## config.mk

```make
export PLATFORM = sky130hd
export DESIGN_NAME = ranshi_lcg
export DESIGN_NICKNAME = d
export VERILOG_FILES = /design/src/sv/ranshi_pkg.sv /design/src/sv/ranshi_lcg.sv
export SDC_FILE = /design/constraint.sdc
export NUM_CORES = 2
export LEC_CHECK = 0
export ABC_AREA = 0
export BUFFER_PORTS_ARGS = -buffer_cell sky130_fd_sc_hd__buf_2
export CAP_MARGIN = 0
export CORE_MARGIN = 1
export CORE_UTILIZATION = 65
export DETAILED_ROUTE_END_ITERATION = 10
export PLACE_DENSITY_LB_ADDON = 0.3
export SYNTH_ARGS = -nofsm -noshare
export SYNTH_HDL_FRONTEND = slang
export SYNTH_SLANG_ARGS = --single-unit
```

## constraint.sdc

```tcl
create_clock -name clk_i -period 13.36 [get_ports clk_i]
set_input_delay 1.336 -clock clk_i [delete_from_list [all_inputs] [get_ports clk_i]]
set_output_delay 1.336 -clock clk_i [all_outputs]
set_load 0.02 [all_outputs]
```

## src/sv/ranshi_pkg.sv

```systemverilog
// Shared constants, types and helpers for the ranshi random generator.
// No dependencies; used by ranshi_lcg, ranshi_random_generator and the testbench.
package ranshi_pkg;

  localparam int unsigned DefTableDepth   = 512;
  localparam int unsigned DefWarmupFactor = 128;

  localparam int unsigned WordW = 32;
  localparam int unsigned SeedW = 64;

  // LCG multiplier 6906969069 = 2^32 + LcgMulLo
  localparam logic [WordW-1:0] LcgMulLo = 32'd2612001773;
  localparam logic [SeedW-1:0] LcgInc   = 64'd12345;

  localparam int unsigned RotAmt = 17;

  typedef struct packed {
    logic load;  // take a new seed
    logic run;   // keep stepping the sequence
  } lcg_ctrl_t;

  function automatic logic [WordW-1:0] rotl17(input logic [WordW-1:0] v);
    rotl17 = {v[WordW-RotAmt-1:0], v[WordW-1:WordW-RotAmt]};
  endfunction

endpackage

```

## src/sv/ranshi_lcg.sv

```systemverilog
// 64-bit linear congruential sequence stepped with one shared 32x32 multiplier.
// Each step: low-word product, high-word product, then the sum. Depends on ranshi_pkg.
module ranshi_lcg (
  input  logic                                  clk_i,
  input  logic                                  rst_ni,
  input  ranshi_pkg::lcg_ctrl_t                 ctrl_i,
  input  logic [ranshi_pkg::SeedW-1:0]          seed_i,
  output logic                                  done_o,
  output logic [ranshi_pkg::SeedW-1:0]          next_o
);
  import ranshi_pkg::*;

  localparam logic [1:0] PH_LO  = 2'd0;
  localparam logic [1:0] PH_HI  = 2'd1;
  localparam logic [1:0] PH_SUM = 2'd2;

  logic [1:0]        phase_q, phase_d;
  logic [SeedW-1:0]  x_q;
  logic [SeedW-1:0]  p0_q;
  logic [WordW-1:0]  p1_q;
  logic [WordW-1:0]  mul_a;
  logic [SeedW-1:0]  mul_p;
  logic [WordW-1:0]  x_lo, x_hi;

  assign x_lo = x_q[WordW-1:0];
  assign x_hi = x_q[SeedW-1:WordW];

  // the one multiplier: low word first, then high word
  assign mul_a = (phase_q == PH_LO) ? x_lo : x_hi;
  assign mul_p = SeedW'(mul_a) * SeedW'(LcgMulLo);

  // the 2^32 part of the multiplier contributes x_lo to the upper word
  assign next_o = p0_q + {p1_q + x_lo, {WordW{1'b0}}} + LcgInc;
  assign done_o = ctrl_i.run && (phase_q == PH_SUM);

  always_comb begin
    phase_d = phase_q;
    if (!ctrl_i.run) begin
      phase_d = PH_LO;
    end else begin
      unique case (phase_q)
        PH_LO:   phase_d = PH_HI;
        PH_HI:   phase_d = PH_SUM;
        default: phase_d = PH_LO;
      endcase
    end
  end

  always_ff @(posedge clk_i or negedge rst_ni) begin
    if (!rst_ni) begin
      phase_q <= PH_LO;
    end else begin
      phase_q <= phase_d;
    end
  end

  always_ff @(posedge clk_i) begin
    if (ctrl_i.load) begin
      x_q <= seed_i;
    end else if (done_o) begin
      x_q <= next_o;
    end
    if (ctrl_i.run && phase_q == PH_LO) begin
      p0_q <= mul_p;
    end
    if (ctrl_i.run && phase_q == PH_HI) begin
      p1_q <= mul_p[WordW-1:0];
    end
  end

endmodule

```

==> summary.txt <==
STA
  – FMAX: 90.12 MHz
  – Setup TNS Final: 0 ns
  – Pins Over Slew Limit: 0
  – Tmin final: 11.10 ns
  – Final clock skew: 0.01001 ns
  – Final setup fails: 0
  – Final period utilization: 83.05%
  – Slew HR: 7.310%
  – Final Hold Fails: 0
  – Unrepaired setup endpoints after global routing: false
  – Actual slew at the worst max-slew pin: 1.352 ns

Final layout
  – Layout area overhead: 6.256%
  – # diodes: 0
  – Fill count: 3430
  – Final non-filler cell area: 0.03196 mm²
  – Area occupied by multi-input gates: 0.02230 mm²
  – # nets final: 4002
  – Area occupied by registers: 0.004855 mm²
  – Layout cells sized above 1: 9.001%

GRT
  – GRT overflow: 0
  – Largest net degree at the start of global routing: 67
  – Gr usage total: 40.66%
  – Number of global-route vias before repair: 22970
  – Initial antenna violation count: 0
  – First-pass GRT wire length: 139.4 mm

Routing
  – Routed Antenna Nets: 0
  – WL/cell: 25.28 µm
  – DR iter-0 viols: 2020
  – Residual DRC: 0
  – Vias per cell: 6.042
  – Vias post-DR: 21950
  – First-pass iteration count of the detailed router: 6
  – DRT Wirelength: 91.86 mm

Setup path
  – Critical setup path kind: flip-flop to flip-flop
  – CP Capture Type: flip-flop
  – WP data required: 13.57 ns
  – R2R cell count: 26
  – Crit path DAT: 11.30 ns
  – Worst-path maximum fanout: 19
  – Worst setup SP type: flip-flop

Yosys
  – Xor and xnor fraction of the mapped netlist area: 5.532%
  – Post-synthesis net count: 3899
  – Number of enable flip-flop cells after synthesis: 160
  – Synth top area cells: fa_1 (33%), ha_1 (18%), edfxtp_1 (16%)
  – Adder-Cell Fraction of Synth Area: 50.33%
  – Synth Area per Inst: 10.31 µm²
  – Synth top area share: 32.74%
  – Post-Synth Simple-Gate Area: 5.544%
  – Compound-Gate Fraction of Synth Area: 8.984%
  – Synth Cell Area: 0.03008 mm²
  – Post-synthesis sequential area ratio: 16.14%
  – Netlist cell types: 71
  – Post-synth top flop: edfxtp_1
  – Mapped Cells: 2917
  – Multiplexer share of the synthesized area: 3.702%
  – Synth warn: 0
  – Synth Register Bits: 162
  – Largest family of logic cells by synthesized area: adder cells
  – FFs w/ async S/R, synth: 1.235%
  – Largest area contributor in the netlist: fa_1

Place
  – HPWL Detailed: 81.12 mm
  – Port Buffers: 132
  – Gpl congestion: 1.049
  – Area after DPL: 0.03135 mm²

Floorplanning
  – Row cnt: 78
  – Die span in x: 217.1 µm
  – Top Ports: 133
  – Core Area: 0.04548 mm²
  – Initial Utilization: 66.14%
  – DIE AREA: 0.04714 mm²
  – Die height: 217.1 µm

Outcome
  – Run status: completed

Clock network
  – Clock transition at path regs: 0.07 ns
  – Cts hold-fix bufs: 0
  – CTS tree: built
  – Skew-Pair Late Insertion Delay: 0.45 ns
  – Setup Buffers After CTS: 0
  – CTS Sinks: 162
  – Root Driver: clkbuf_16
  – CTS HTree Levels: 4
  – Num CTS Buffers: 17
  – CTS resizes: 0
  – Clock buffer depth: 2

Job
  – Max cap viols: 0

Hold path
  – Hold crit path type: flip-flop to flip-flop
  – Hold path depth: 1
==> final cells by class <==
cell class	count	area share (%)
Clock buffer	17	1.331
Inverter	726	8.526
Sequential cell	162	15.19
Clock inverter	15	0.5950
Multi-Input combinational cell	1973	69.76
Timing Repair Buffer	140	2.255
Tap cell	600	2.349
==> stage by stage <==
stage	util [%]	setup slack, ns	hold slack (ns)	cells
final	70.28	2.264	0.6224	3633
after global routing	70.28	2.050	0.6447	3633
after CTS	70.28	2.568	0.6248	3633
after detailed placement	68.93	2.596	0.6109	3601
after global placement	68.93	2.585	0.6024	3601
after floorplan	-	4.016	0.5293	2917
==> cell families (layout without fill, tap and decap cells) <==
family,count (synthesis),after routing
compound gates,422,422
xor+xnor,190,190
fa+ha+maj,915,915
buf+inv,782,898
flops,162,162
mux,101,101
simple gates,345,345
==> final timing paths <==
kind                       startpoint          to  slack [ns]
min reg2reg                phase_q[0]  phase_q[1]        0.62
max                        phase_q[0]    p0_q[62]        2.26
max in group asynchronous      rst_ni  phase_q[1]       12.60
min                        phase_q[0]  phase_q[1]        0.62
min in group asynchronous      rst_ni  phase_q[0]        0.66
max reg2reg                phase_q[0]    p0_q[62]        2.26
==> placed cells by master (no fill, tap or decap), drive strengths merged, types with 6 or more instances in the layout <==
cell    count
inv       734
fa        492
ha        422
edfxtp    160
a21oi     158
buf       140
xnor2     124
nand2      96
nor2       86
mux2       82
a21o       78
o21ai      70
xor2       66
nand3      40
nand4      34
o21bai     20
mux2i      19
clkbuf     17
nor3       15
nor2b      15
and3       14
a31oi      14
a211oi     12
nand2b      9
o21a        9
or3         8
o31ai       8
and2        8
o211ai      7
or2         6
==> critical path: stages (launching register included) <==
cell       delay [ns]
dfrtp_1          0.43
nor2_4           0.53
mux2i_1          1.15
inv_1            0.62
ha_1             0.62
xnor2_1          0.91
ha_1             0.40
a21oi_1          0.26
fa_1             0.48
inv_1            0.10
fa_1             0.51
fa_1             0.56
fa_1             0.44
fa_1             0.49
inv_1            0.05
fa_1             0.47
inv_1            0.04
ha_1             0.46
nand4_1          0.17
or2_2            0.34
or4_1            0.47
o31a_1           0.28
o21ai_1          0.31
o21ai_0          0.27
o2111ai_1        0.25
nand2_1          0.09
xnor2_1          0.13
==> layer usage <==
metal	vias to the layer above	GRT usage [%]	routed length, µm
met5	-	0	0
met4	0	20.31	5426
met3	252	7.477	7684
met2	1101	65.47	43040
met1	10920	53.00	35710
li1	9677	-	-
==> Yosys cell counts (3+ instances only) <==
cell / count
a221oi_1: 4
and2_1: 8
inv_1: 726
nor3_1: 15
o22ai_1: 3
a211oi_1: 12
or3_1: 8
and3_1: 14
a21oi_1: 158
fa_1: 492
nor2b_1: 15
edfxtp_1: 160
or2_2: 6
o31a_1: 4
nand4_1: 33
o21a_1: 8
o211ai_1: 6
o31ai_1: 7
o21ai_0: 69
xnor2_1: 124
a31oi_1: 13
clkbuf_1: 53
mux2i_1: 19
nand3_1: 40
ha_1: 422
mux2_2: 82
a21boi_0: 4
nor2_1: 86
a41oi_1: 4
xor2_1: 66
nor4_1: 3
a21o_1: 78
and4_1: 3
nand2b_1: 9
a2111oi_0: 3
nand2_1: 96
o21bai_1: 20
==> flip-flops by register name, indices dropped and copies added, names as in the netlist <==
| name | flops |
|---|---|
| p1_q | 32 |
| x_q | 64 |
| p0_q | 64 |
| phase_q | 2 |
Power is not shown: default switching activity piles up to over one toggle a cycle in this logic, so the estimate is an artifact.
